[config.mk]
export PLATFORM = sky130hd
export DESIGN_NAME = keyword_lexer
export DESIGN_NICKNAME = d
export VERILOG_FILES = /design/src/hw/rtl/kl_pkg.sv /design/src/hw/rtl/keyword_lexer.sv
export SDC_FILE = /design/constraint.sdc
export NUM_CORES = 1
export LEC_CHECK = 0
export BUFFER_PORTS_ARGS = -buffer_cell sky130_fd_sc_hd__buf_2
export CELL_PAD_IN_SITES_DETAIL_PLACEMENT = 0
export CELL_PAD_IN_SITES_GLOBAL_PLACEMENT = 1
export CORE_MARGIN = 2
export CORE_UTILIZATION = 50
export CTS_CLUSTER_SIZE = 30
export DETAILED_ROUTE_END_ITERATION = 16
export PLACE_DENSITY = 0.91
export SYNTH_ARGS = -nofsm -noshare
export SYNTH_HDL_FRONTEND = slang
export SYNTH_SLANG_ARGS = --single-unit
[constraint.sdc]
create_clock -name clk_i -period 5.4 [get_ports clk_i]
set_clock_uncertainty 0.2 [all_clocks]
set_input_delay 1.62 -clock clk_i [delete_from_list [all_inputs] [get_ports clk_i]]
set_output_delay 1.62 -clock clk_i [all_outputs]
set_load 0.03 [all_outputs]
[src/hw/rtl/kl_pkg.sv]
// Shared types, character codes and keyword tracking functions for the keyword lexer.
package kl_pkg;

  // Token kinds carried on the result channel.
  typedef enum logic [3:0] {
    KindPlus   = 4'd0,
    KindMinus  = 4'd1,
    KindSemi   = 4'd2,
    KindAssign = 4'd3,
    KindInt    = 4'd4,
    KindIdent  = 4'd5,
    KindWhile  = 4'd6,
    KindFor    = 4'd7,
    KindEof    = 4'd8,
    KindBad    = 4'd9
  } kind_e;

  // Keyword prefix tracker codes.
  typedef enum logic [3:0] {
    TrkNone  = 4'd0,
    TrkW     = 4'd1,
    TrkWh    = 4'd2,
    TrkWhi   = 4'd3,
    TrkWhil  = 4'd4,
    TrkWhile = 4'd5,
    TrkF     = 4'd6,
    TrkFo    = 4'd7,
    TrkFor   = 4'd8
  } track_e;

  // Character codes the lexer recognizes.
  localparam logic [7:0] ChPlus   = 8'h2B;
  localparam logic [7:0] ChMinus  = 8'h2D;
  localparam logic [7:0] ChSemi   = 8'h3B;
  localparam logic [7:0] ChAssign = 8'h3D;
  localparam logic [7:0] ChSpace  = 8'h20;
  localparam logic [7:0] ChTab    = 8'h09;
  localparam logic [7:0] ChCr     = 8'h0D;
  localparam logic [7:0] ChLf     = 8'h0A;
  localparam logic [7:0] ChW      = 8'h77;
  localparam logic [7:0] ChH      = 8'h68;
  localparam logic [7:0] ChI      = 8'h69;
  localparam logic [7:0] ChL      = 8'h6C;
  localparam logic [7:0] ChE      = 8'h65;
  localparam logic [7:0] ChF      = 8'h66;
  localparam logic [7:0] ChO      = 8'h6F;
  localparam logic [7:0] ChR      = 8'h72;

  localparam logic [15:0] LineMax = 16'hFFFF;

  // One result item.
  typedef struct packed {
    kind_e       kind;
    logic [15:0] start;
    logic [15:0] length;
    logic [15:0] line;
    logic [7:0]  bad;
    logic        last;
  } result_t;

  function automatic logic is_digit(input logic [7:0] c);
    return (c >= 8'h30) && (c <= 8'h39);
  endfunction

  function automatic logic is_alpha(input logic [7:0] c);
    return ((c >= 8'h61) && (c <= 8'h7A)) || ((c >= 8'h41) && (c <= 8'h5A));
  endfunction

  // Tracker code for the first letter of a word.
  function automatic track_e track_start(input logic [7:0] c);
    if (c == ChW) return TrkW;
    if (c == ChF) return TrkF;
    return TrkNone;
  endfunction

  // Advance the tracker by one more word character.
  function automatic track_e track_next(input track_e t, input logic [7:0] c);
    track_e n;
    n = TrkNone;
    case (t)
      TrkW:    n = (c == ChH) ? TrkWh   : TrkNone;
      TrkWh:   n = (c == ChI) ? TrkWhi  : TrkNone;
      TrkWhi:  n = (c == ChL) ? TrkWhil : TrkNone;
      TrkWhil: n = (c == ChE) ? TrkWhile : TrkNone;
      TrkF:    n = (c == ChO) ? TrkFo   : TrkNone;
      TrkFo:   n = (c == ChR) ? TrkFor  : TrkNone;
      default: n = TrkNone;
    endcase
    return n;
  endfunction

endpackage

[src/hw/rtl/keyword_lexer.sv]
// Streaming tokenizer top level: character classification, scan state and result queue.
//
// Input channel (s_axis): one source character per beat in tdata[7:0]. A beat with
// tlast high marks end of source; its character is ignored. End of source flushes
// any open word, emits an EOF token and returns the scanner to its reset state.
// Output channel (m_axis): one token per beat. tuser holds the token kind, tdata holds
// start offset, length, line number and the offending byte of a bad character.
// tlast is high on the final token caused by one input beat.
// An input beat gives zero, one or two tokens; a word token leaves with the
// character that ends it.
// A token is written to the result queue when its input beat is accepted and is offered
// on m_axis from the queue head. Throughput: one input beat per cycle. The classifier and
// scan state update in the cycle of acceptance and write a four-entry result queue;
// s_axis_tready is high while the queue has room for two tokens. The output port drains
// one token per cycle, so inputs that give two tokens each fill the queue and are then
// held off. When the receiver stalls, tokens wait in the queue and the input is held
// off once fewer than two entries are free.
// Reset clears the scan state, the position (to zero), the line count (to one)
// and empties the queue.
module keyword_lexer #(
  parameter int unsigned POSITION_BITS = 16
) (
  input  logic        clk_i,
  input  logic        rst_ni,
  // Input beat.
  input  logic        s_axis_tvalid,
  output logic        s_axis_tready,
  input  logic [7:0]  s_axis_tdata,   // [7:0] char_code
  input  logic        s_axis_tlast,   // end_of_source
  // Output beat.
  output logic        m_axis_tvalid,
  input  logic        m_axis_tready,
  output logic [55:0] m_axis_tdata,   // [15:0] token_start, [31:16] token_length,
                                      // [47:32] token_line, [55:48] bad_char
  output logic [3:0]  m_axis_tuser,   // [3:0] token_kind
  output logic        m_axis_tlast    // last_of_run
);

  localparam int unsigned PosW = POSITION_BITS;
  localparam logic [PosW-1:0] PosMax = {PosW{1'b1}};
  localparam int unsigned QDepth = 4;
  localparam int unsigned QPtrW = $clog2(QDepth);
  localparam int unsigned QCntW = $clog2(QDepth + 1);

  typedef enum logic [1:0] {
    ModeIdle = 2'd0,
    ModeNum  = 2'd1,
    ModeWord = 2'd2
  } mode_e;

  // Saturate a position value to the 16-bit output fields.
  function automatic logic [15:0] sat16(input logic [PosW-1:0] v);
    logic [32:0] ext;
    ext = 33'(v);
    return (ext > 33'h0FFFF) ? 16'hFFFF : ext[15:0];
  endfunction

  // Scan state.
  mode_e             mode_q, mode_d;
  logic [PosW-1:0]   pos_q, pos_d;
  logic [PosW-1:0]   start_q, start_d;
  logic [15:0]       line_q, line_d;
  kl_pkg::track_e    track_q, track_d;

  // Result queue.
  kl_pkg::result_t   queue_q [QDepth];
  logic [QPtrW-1:0]  wr_ptr_q, rd_ptr_q;
  logic [QCntW-1:0]  cnt_q;

  logic              in_fire, out_fire;
  logic [7:0]        ch;
  logic              eos;
  logic              flush_vld, tok_vld;
  kl_pkg::result_t   flush_res, tok_res;
  logic [1:0]        n_push;

  assign ch       = s_axis_tdata;
  assign eos      = s_axis_tlast;
  assign in_fire  = s_axis_tvalid && s_axis_tready;
  assign out_fire = m_axis_tvalid && m_axis_tready;

  assign s_axis_tready = (cnt_q <= QCntW'(QDepth - 2));

  // Classify the character and compute the tokens and the next scan state.
  always_comb begin
    logic word_cont;
    logic num_cont;
    mode_d    = mode_q;
    pos_d     = (pos_q < PosMax) ? pos_q + 1'b1 : pos_q;
    start_d   = start_q;
    line_d    = line_q;
    track_d   = track_q;
    flush_vld = 1'b0;
    tok_vld   = 1'b0;

    // Word token for the open number or word, ending at the current position.
    flush_res.kind   = kl_pkg::KindIdent;
    if (mode_q == ModeNum) begin
      flush_res.kind = kl_pkg::KindInt;
    end else if (track_q == kl_pkg::TrkWhile) begin
      flush_res.kind = kl_pkg::KindWhile;
    end else if (track_q == kl_pkg::TrkFor) begin
      flush_res.kind = kl_pkg::KindFor;
    end
    flush_res.start  = sat16(start_q);
    flush_res.length = sat16(pos_q - start_q);
    flush_res.line   = line_q;
    flush_res.bad    = 8'd0;
    flush_res.last   = 1'b0;

    // Single-character token at the current position.
    tok_res.kind   = kl_pkg::KindBad;
    tok_res.start  = sat16(pos_q);
    tok_res.length = 16'd1;
    tok_res.line   = line_q;
    tok_res.bad    = 8'd0;
    tok_res.last   = 1'b1;

    num_cont  = (mode_q == ModeNum) && kl_pkg::is_digit(ch);
    word_cont = (mode_q == ModeWord) && (kl_pkg::is_alpha(ch) || kl_pkg::is_digit(ch));

    if (eos) begin
      flush_vld      = (mode_q == ModeNum) || (mode_q == ModeWord);
      tok_vld        = 1'b1;
      tok_res.kind   = kl_pkg::KindEof;
      tok_res.length = 16'd0;
      mode_d         = ModeIdle;
      pos_d          = '0;
      start_d        = '0;
      line_d         = 16'd1;
      track_d        = kl_pkg::TrkNone;
    end else if (num_cont) begin
      // Number continues.
    end else if (word_cont) begin
      track_d = kl_pkg::track_next(track_q, ch);
    end else begin
      flush_vld = (mode_q == ModeNum) || (mode_q == ModeWord);
      mode_d    = ModeIdle;
      track_d   = kl_pkg::TrkNone;
      case (ch)
        kl_pkg::ChPlus: begin
          tok_vld      = 1'b1;
          tok_res.kind = kl_pkg::KindPlus;
        end
        kl_pkg::ChMinus: begin
          tok_vld      = 1'b1;
          tok_res.kind = kl_pkg::KindMinus;
        end
        kl_pkg::ChSemi: begin
          tok_vld      = 1'b1;
          tok_res.kind = kl_pkg::KindSemi;
        end
        kl_pkg::ChAssign: begin
          tok_vld      = 1'b1;
          tok_res.kind = kl_pkg::KindAssign;
        end
        kl_pkg::ChSpace, kl_pkg::ChTab, kl_pkg::ChCr: begin
        end
        kl_pkg::ChLf: begin
          if (line_q < kl_pkg::LineMax) begin
            line_d = line_q + 16'd1;
          end
        end
        default: begin
          if (kl_pkg::is_digit(ch)) begin
            mode_d  = ModeNum;
            start_d = pos_q;
          end else if (kl_pkg::is_alpha(ch)) begin
            mode_d  = ModeWord;
            start_d = pos_q;
            track_d = kl_pkg::track_start(ch);
          end else begin
            tok_vld      = 1'b1;
            tok_res.kind = kl_pkg::KindBad;
            tok_res.bad  = ch;
          end
        end
      endcase
    end

    // The word token is last only when no character token follows it.
    flush_res.last = !tok_vld;
    n_push = in_fire ? (2'(flush_vld) + 2'(tok_vld)) : 2'd0;
  end

  // Scan state registers.
  always_ff @(posedge clk_i or negedge rst_ni) begin
    if (!rst_ni) begin
      mode_q  <= ModeIdle;
      pos_q   <= '0;
      start_q <= '0;
      line_q  <= 16'd1;
      track_q <= kl_pkg::TrkNone;
    end else if (in_fire) begin
      mode_q  <= mode_d;
      pos_q   <= pos_d;
      start_q <= start_d;
      line_q  <= line_d;
      track_q <= track_d;
    end
  end

  // Queue pointers and fill count.
  always_ff @(posedge clk_i or negedge rst_ni) begin
    if (!rst_ni) begin
      wr_ptr_q <= '0;
      rd_ptr_q <= '0;
      cnt_q    <= '0;
    end else begin
      wr_ptr_q <= wr_ptr_q + QPtrW'(n_push);
      rd_ptr_q <= rd_ptr_q + QPtrW'(out_fire);
      cnt_q    <= cnt_q + QCntW'(n_push) - QCntW'(out_fire);
    end
  end

  // Queue payload: the word token first, then the character token.
  always_ff @(posedge clk_i) begin
    if (in_fire) begin
      if (flush_vld) begin
        queue_q[wr_ptr_q] <= flush_res;
      end
      if (tok_vld) begin
        queue_q[wr_ptr_q + QPtrW'(flush_vld)] <= tok_res;
      end
    end
  end

  // Output beat from the queue head.
  kl_pkg::result_t head;
  assign head          = queue_q[rd_ptr_q];
  assign m_axis_tvalid = (cnt_q != '0);
  assign m_axis_tuser  = head.kind;
  assign m_axis_tdata  = {head.bad, head.line, head.length, head.start};
  assign m_axis_tlast  = head.last;

`ifndef NO_ASSERTIONS
  // The queue never holds more entries than it has.
  assert property (@(posedge clk_i) disable iff (!rst_ni) cnt_q <= QCntW'(QDepth))
    else $error("result queue overflow");

  // Two tokens from one beat only when a word was open.
  assert property (@(posedge clk_i) disable iff (!rst_ni)
    (n_push == 2'd2) |-> (mode_q != ModeIdle))
    else $error("two tokens without an open word");

  // End of source returns the scanner to its reset state.
  assert property (@(posedge clk_i) disable iff (!rst_ni)
    (in_fire && eos) |=> (mode_q == ModeIdle && pos_q == '0 && line_q == 16'd1))
    else $error("scan state not cleared after end of source");

  // An accepted end of source always queues a token.
  assert property (@(posedge clk_i) disable iff (!rst_ni)
    (in_fire && eos) |=> (cnt_q != '0))
    else $error("end of source produced no token");
`endif

endmodule

==> qor.log, run 1 <==
[synthesis] number of unique standard cell types used by synthesis 85
[grt] initial antenna violation count 0
[sta] final number of hold-violating endpoints 0
[power_and_ir_drop] power share of the combinational group 0.394
[route] average vias per placed instance 6.20
[setup_path] critical path type input pin to register
[synthesis] share of flip-flops with an asynchronous set or reset 0.200
[cts] Num Clock Sinks 305
[cts] total of hold buffers inserted after clock tree synthesis 0
[sta] final setup violation count 0
[placement] pre-CTS WS 172 ps
[grt] largest net degree at the start of global routing 45
[setup_path] endpoint kind of the worst setup timing path register
[floorplanning] core area 30,300 um^2
[floorplanning] cell row count 64
[layout] fin area 17,200 um^2
[layout] diode insertion count for antenna repair 0
[floorplanning] top-level port count 76
[sta] unrepaired setup endpoints after global routing no
[sta] worst slew pin tran 1030 ps
[synthesis] average instance area after synthesis 11.3 um^2
[synthesis] Synth area leader sky130_fd_sc_hd__edfxtp_1
[floorplanning] die area 32,000 um^2
[layout] Syn-to-layout area delta 12.2%
[sta] relative max-transition margin 0.304
[placement] instance count after placement with tap cells included 1,769
[placement] Cell Area, Placed 16,100 um^2
[cts] H-Tree Depth 1
[sta] worst hold slack across all endpoints 251 ps
[synthesis] leading post-synthesis cells by cell area sky130_fd_sc_hd__edfxtp_1 (35%), sky130_fd_sc_hd__dfrtp_1 (9.8%), sky130_fd_sc_hd__mux4_2 (9.0%)
[synthesis] Primary FF master, synth sky130_fd_sc_hd__edfxtp_1
[grt] vias in the first global route 11,200
[sta] number of max-slew violations in the final report 0
[setup_path] Critical Path RT 5510 ps
[cts] clock tree from TritonCTS built
[route] initial drt markers 1,100
[synthesis] share of the synthesized area in the top cell type 0.345
[cts] clock buffer count from CTS 31
[cts] CTS-repair resized insts 0
[sta] final clock period utilization by the worst path 0.871
[power_and_ir_drop] net switching power of the design 3.61 mW
[cts] CTS max path bufs 3
[power_and_ir_drop] power per unit of standard cell area 539 nW/um^2
[floorplanning] initial core utilization 0.504
[placement] HPWL after DPL 26,300 um
[power_and_ir_drop] IR Drop Worst-Case VDD 0.299 mV
[cts] buffer count from post-CTS setup fixing 0
[synthesis] post-synthesis net count 1,397
[hold_path] min-delay worst type register to register
[layout] fill count 2,463
[power_and_ir_drop] Reg power frac 0.374
[floorplanning] Die Height 179 um
[power_and_ir_drop] total design power 9.25 mW
[setup_path] category of the worst setup path launch point input pin
[layout] share of post-route cells with drive strength above 1 0.190
[placement] number of input and output port buffers inserted 75
[synthesis] number of flops mapped to enable cells by yosys 176
[run] Max Cap Violations 0
[route] total length of routed wires 40,200 um
[route] remaining antenna violation count after routing 0
[layout] leading cell type in the layout, fill and taps excluded sky130_fd_sc_hd__edfxtp_1
[sta] post-route setup slack 697 ps
[placement] global placement routability congestion 0.884
[grt] first-pass GRT wire length 63,100 um
[layout] Nets 1,447
[synthesis] portion of the post-synthesis area used by sequential elements 0.534
[synthesis] Post-Syn Area 15,300 um^2
[cts] latest clock arrival within the worst-skew pair 570 ps
[power_and_ir_drop] Sw Share 0.390
[power_and_ir_drop] power share of the clock group 0.233
[synthesis] count of warnings emitted by yosys 0
[status] outcome finished clean
[sta] final critical delay including setup and external delays 4700 ps
[route] Post-route DRC 0
[grt] GR Util All Layers 0.254
[layout] share of the core filled with cells in the final layout 0.566
[layout] non-filler instance count after layout 1,824
[floorplanning] Die Wd 179 um
[synthesis] synthesis-stage register bit count 305
[setup_path] biggest fanout along the worst timing path 20
[route] routed wirelength normalized by instance count 22.0 um
[setup_path] CP arrival 4810 ps
[layout] commonest non-fill, non-tap cells in the layout sky130_fd_sc_hd__edfxtp_1 (176), sky130_fd_sc_hd__nand2_1 (155), sky130_fd_sc_hd__o21ai_0 (81)
[synthesis] Gate Count Post-Synth 1,356
[grt] global route overflow 0
[sta] final sum of negative setup slack 0 ps
[route] count of vias placed by the detailed router 11,300
[cts] clock slew at the register clock pins of the worst setup and hold paths 60 ps
[power_and_ir_drop] Lkg Pwr 6.29 nW
[cts] library cell used as clock root buffer sky130_fd_sc_hd__clkbuf_16
[sta] Fmax 213 MHz
[route] number of search-and-repair iterations in the first detailed-routing pass 6
[power_and_ir_drop] internal portion of total power 5.65 mW
-- registers in the layout (all words and copies together) (netlist names) --
signal and count:
queue_q 244, line_q 16, pos_q 16, start_q 16
track_q 4, cnt_q 3, mode_q 2, rd_ptr_q 2
wr_ptr_q 2
-- synthesized netlist by cell type (all sizes together), types with 12 or more instances --
cell type	number
inv	37
ha	26
a21o	12
nand4	27
nor3	13
buf	55
a21oi	81
nand3	46
nand2	156
and3	35
clkbuf	45
o22ai	21
a211oi	14
o21ai	98
edfxtp	176
nor2b	80
o31ai	20
dfxtp	68
dfrtp	60
mux4	61
or3	18
nor2	77
xor2	15
-- critical path, stage by stage --
cell and delay (ps):
sky130_fd_sc_hd__buf_2 150, sky130_fd_sc_hd__or2_2 330, sky130_fd_sc_hd__nor4_4 270, sky130_fd_sc_hd__o211ai_4 130, sky130_fd_sc_hd__a21oi_1 220, sky130_fd_sc_hd__ha_1 240, sky130_fd_sc_hd__xor2_1 320, sky130_fd_sc_hd__nor3_1 140
sky130_fd_sc_hd__a21o_1 220, sky130_fd_sc_hd__nor2_4 440, sky130_fd_sc_hd__clkinvlp_4 430, sky130_fd_sc_hd__buf_12 270
-- cell families (layout without fill, tap and decap cells) --
family          after synthesis  in the layout  share of synthesized area
simple gates                489            489                      0.165
compound gates              306            306                      0.129
flops                       305            305                      0.534
buf+inv                     137            209                     0.0397
mux                          68             68                     0.0946
fa+ha+maj                    28             28                     0.0239
xor+xnor                     23             23                     0.0132
-- power groups by stage --
stage,sequential [mW],combinational (mW),clock (mW)
3_5_place_dp,3.51,3.64,0
4_1_cts,3.47,3.66,2.18
3_3_place_gp,3.47,3.59,0
5_1_grt,3.53,3.90,2.27
2_1_floorplan,3.26,2.72,0
6_report,3.46,3.64,2.15
-- layout make-up --
class                      count  area, um^2  share of cell area
sequential                   305        8180               0.476
multi-input combinational    914        6530               0.380
clock buffer                  41         896              0.0522
timing repair buffer         117         791              0.0460
tap                          396         495              0.0288
inverter                      37         154             0.00896
clock inverter                14         133             0.00772
-- metal layers --
metal | share of wire | GRT usage | vias to the layer above
met5 | 0 | 0 | -
li1 | - | - | 5134
met2 | 0.50 | 0.442 | 496
met3 | 0.072 | 0.0337 | 80
met4 | 0.024 | 0.0694 | 0
met1 | 0.40 | 0.334 | 5591
-- worst paths after layout --
check                                                  from                          end  slack (ps)  cells past startpoint
worst max-delay path                        s_axis_tdata[3]     queue_q[1][54]$_DFFE_PP_         700                     12
worst min-delay path            queue_q[1][38]$_SDFFE_PP0N_  queue_q[1][38]$_SDFFE_PP0N_         250                      2
worst max register to register        mode_q[0]$_DFFE_PN0P_     queue_q[3][51]$_DFFE_PP_        1550                     12
worst min register to register  queue_q[1][38]$_SDFFE_PP0N_  queue_q[1][38]$_SDFFE_PP0N_         250                      2
max in group asynchronous                            rst_ni        line_q[0]$_DFFE_PN1P_        2980                      2
min in group asynchronous                            rst_ni        rd_ptr_q[0]$_DFF_PN0_        1010                      1
Note: power is estimated with default switching activity, not from simulation.
==> run 2, diff against run 1 <==
--- a/config.mk
+++ b/config.mk
@@ -10,6 +10,7 @@
 export CELL_PAD_IN_SITES_GLOBAL_PLACEMENT = 1
 export CORE_MARGIN = 2
 export CORE_UTILIZATION = 50
+export CTS_BUF_LIST = sky130_fd_sc_hd__clkbuf_16
 export CTS_CLUSTER_SIZE = 30
 export DETAILED_ROUTE_END_ITERATION = 16
 export PLACE_DENSITY = 0.91
==> qor.log, run 2 (synthesis gave the netlist of run 1 again) <==
[layout] fill count 2,469
[status] outcome finished clean
[floorplanning] top-level port count 76
[sta] final number of hold-violating endpoints 0
[sta] final critical delay including setup and external delays 4700 ps
[floorplanning] cell row count 64
[floorplanning] initial core utilization 0.504
[layout] share of post-route cells with drive strength above 1 0.188
[power_and_ir_drop] IR Drop Worst-Case VDD 0.299 mV
[setup_path] Critical Path RT 5510 ps
[cts] latest clock arrival within the worst-skew pair 570 ps
[grt] GR Util All Layers 0.254
[placement] number of input and output port buffers inserted 75
[layout] leading cell type in the layout, fill and taps excluded sky130_fd_sc_hd__edfxtp_1
[power_and_ir_drop] Lkg Pwr 6.29 nW
[sta] Fmax 213 MHz
[layout] flip-flop count of the largest register after layout 244
[cts] clock slew at the register clock pins of the worst setup and hold paths 60 ps
[layout] largest register by flop count queue_q
[sta] worst slew pin tran 953 ps
[route] total length of routed wires 40,300 um
[grt] largest net degree at the start of global routing 45
[sta] number of max-slew violations in the final report 0
[power_and_ir_drop] Reg power frac 0.377
[cts] buffer count from post-CTS setup fixing 0
[power_and_ir_drop] power share of the combinational group 0.396
[cts] Num Clock Sinks 305
[sta] unrepaired setup endpoints after global routing no
[run] Max Cap Violations 0
[layout] non-filler instance count after layout 1,824
[setup_path] endpoint kind of the worst setup timing path register
[floorplanning] Die Height 179 um
[sta] final sum of negative setup slack 0 ps
[sta] relative max-transition margin 0.356
[setup_path] category of the worst setup path launch point input pin
[route] Post-route DRC 0
[placement] global placement routability congestion 0.884
[cts] clock tree from TritonCTS built
[layout] diode insertion count for antenna repair 0
[layout] fin area 17,100 um^2
[placement] Cell Area, Placed 16,100 um^2
[grt] vias in the first global route 11,200
[grt] initial antenna violation count 0
[power_and_ir_drop] net switching power of the design 3.61 mW
[route] average vias per placed instance 6.18
[sta] worst hold slack across all endpoints 251 ps
[cts] clock buffer count from CTS 31
[layout] Syn-to-layout area delta 11.9%
[placement] HPWL after DPL 26,300 um
[grt] global route overflow 0
[sta] final setup violation count 0
[cts] H-Tree Depth 1
[route] initial drt markers 1,097
[power_and_ir_drop] internal portion of total power 5.58 mW
[floorplanning] Die Wd 179 um
[sta] final clock period utilization by the worst path 0.870
[route] number of search-and-repair iterations in the first detailed-routing pass 6
[cts] total of hold buffers inserted after clock tree synthesis 0
[power_and_ir_drop] power share of the clock group 0.227
[setup_path] biggest fanout along the worst timing path 20
[route] routed wirelength normalized by instance count 22.1 um
[cts] CTS max path bufs 3
[floorplanning] die area 32,000 um^2
[floorplanning] core area 30,300 um^2
[grt] first-pass GRT wire length 63,100 um
[cts] CTS-repair resized insts 0
[layout] share of the core filled with cells in the final layout 0.565
[placement] instance count after placement with tap cells included 1,769
[route] count of vias placed by the detailed router 11,300
[hold_path] min-delay worst type register to register
[setup_path] CP arrival 4800 ps
[power_and_ir_drop] Sw Share 0.393
[route] remaining antenna violation count after routing 0
[layout] commonest non-fill, non-tap cells in the layout sky130_fd_sc_hd__edfxtp_1 (176), sky130_fd_sc_hd__nand2_1 (155), sky130_fd_sc_hd__o21ai_0 (81)
[cts] library cell used as clock root buffer sky130_fd_sc_hd__clkbuf_16
[layout] Nets 1,447
[power_and_ir_drop] power per unit of standard cell area 536 nW/um^2
[setup_path] critical path type input pin to register
[run 2: final cells by class]
type | count | area (um^2) | area share
repair buffers | 117 | 791 | 0.0461
clock inverters | 22 | 163 | 0.00949
inverters | 37 | 154 | 0.00898
well taps | 396 | 495 | 0.0289
flip-flops and latches | 305 | 8180 | 0.477
multi-input cells | 914 | 6530 | 0.381
clock buffers | 33 | 826 | 0.0482
[run 2: power by group through the flow]
stage          logic (mW)  clock network, mW  registers [mW]
2_1_floorplan        2.72                  0            3.26
3_3_place_gp         3.59                  0            3.47
3_5_place_dp         3.64                  0            3.51
4_1_cts              3.66               2.11            3.47
5_1_grt              3.90               2.20            3.53
6_report             3.64               2.09            3.46
[run 2: stage by stage]
stage | worst slack (ps) | total power, mW
6_report | 702 | 9.19
4_1_cts | 735 | 9.24
3_5_place_dp | 172 | 7.15
5_1_grt | 492 | 9.63
2_1_floorplan | 9.11 | 5.98
3_3_place_gp | 259 | 7.07
[run 2: final timing paths]
check / to / cells past startpoint / start / slack (ps)
min in group asynchronous: rd_ptr_q[0]$_DFF_PN0_ / 1 / rst_ni / 1010
setup reg to reg: queue_q[3][50]$_DFFE_PP_ / 12 / mode_q[0]$_DFFE_PN0P_ / 1540
setup / recovery: queue_q[1][54]$_DFFE_PP_ / 12 / s_axis_tdata[3] / 700
hold reg to reg: queue_q[1][38]$_SDFFE_PP0N_ / 2 / queue_q[1][38]$_SDFFE_PP0N_ / 250
hold / removal: queue_q[1][38]$_SDFFE_PP0N_ / 2 / queue_q[1][38]$_SDFFE_PP0N_ / 250
max in group asynchronous: line_q[0]$_DFFE_PN1P_ / 2 / rst_ni / 2990
[run 2: worst max-delay path, cell delays in order]
cell and delay [ps]:
sky130_fd_sc_hd__buf_2 150, sky130_fd_sc_hd__or2_2 330, sky130_fd_sc_hd__nor4_4 270, sky130_fd_sc_hd__o211ai_4 130
sky130_fd_sc_hd__a21oi_1 220, sky130_fd_sc_hd__ha_1 240, sky130_fd_sc_hd__xor2_1 320, sky130_fd_sc_hd__nor3_1 150
sky130_fd_sc_hd__a21o_1 220, sky130_fd_sc_hd__nor2_4 440, sky130_fd_sc_hd__clkinvlp_4 430, sky130_fd_sc_hd__buf_12 270
[run 2: layer usage]
metal  global-route usage  part of all wire
met5                    0                 0
met1                0.333              0.40
met2                0.438              0.50
met4               0.0789             0.027
met3               0.0344             0.070
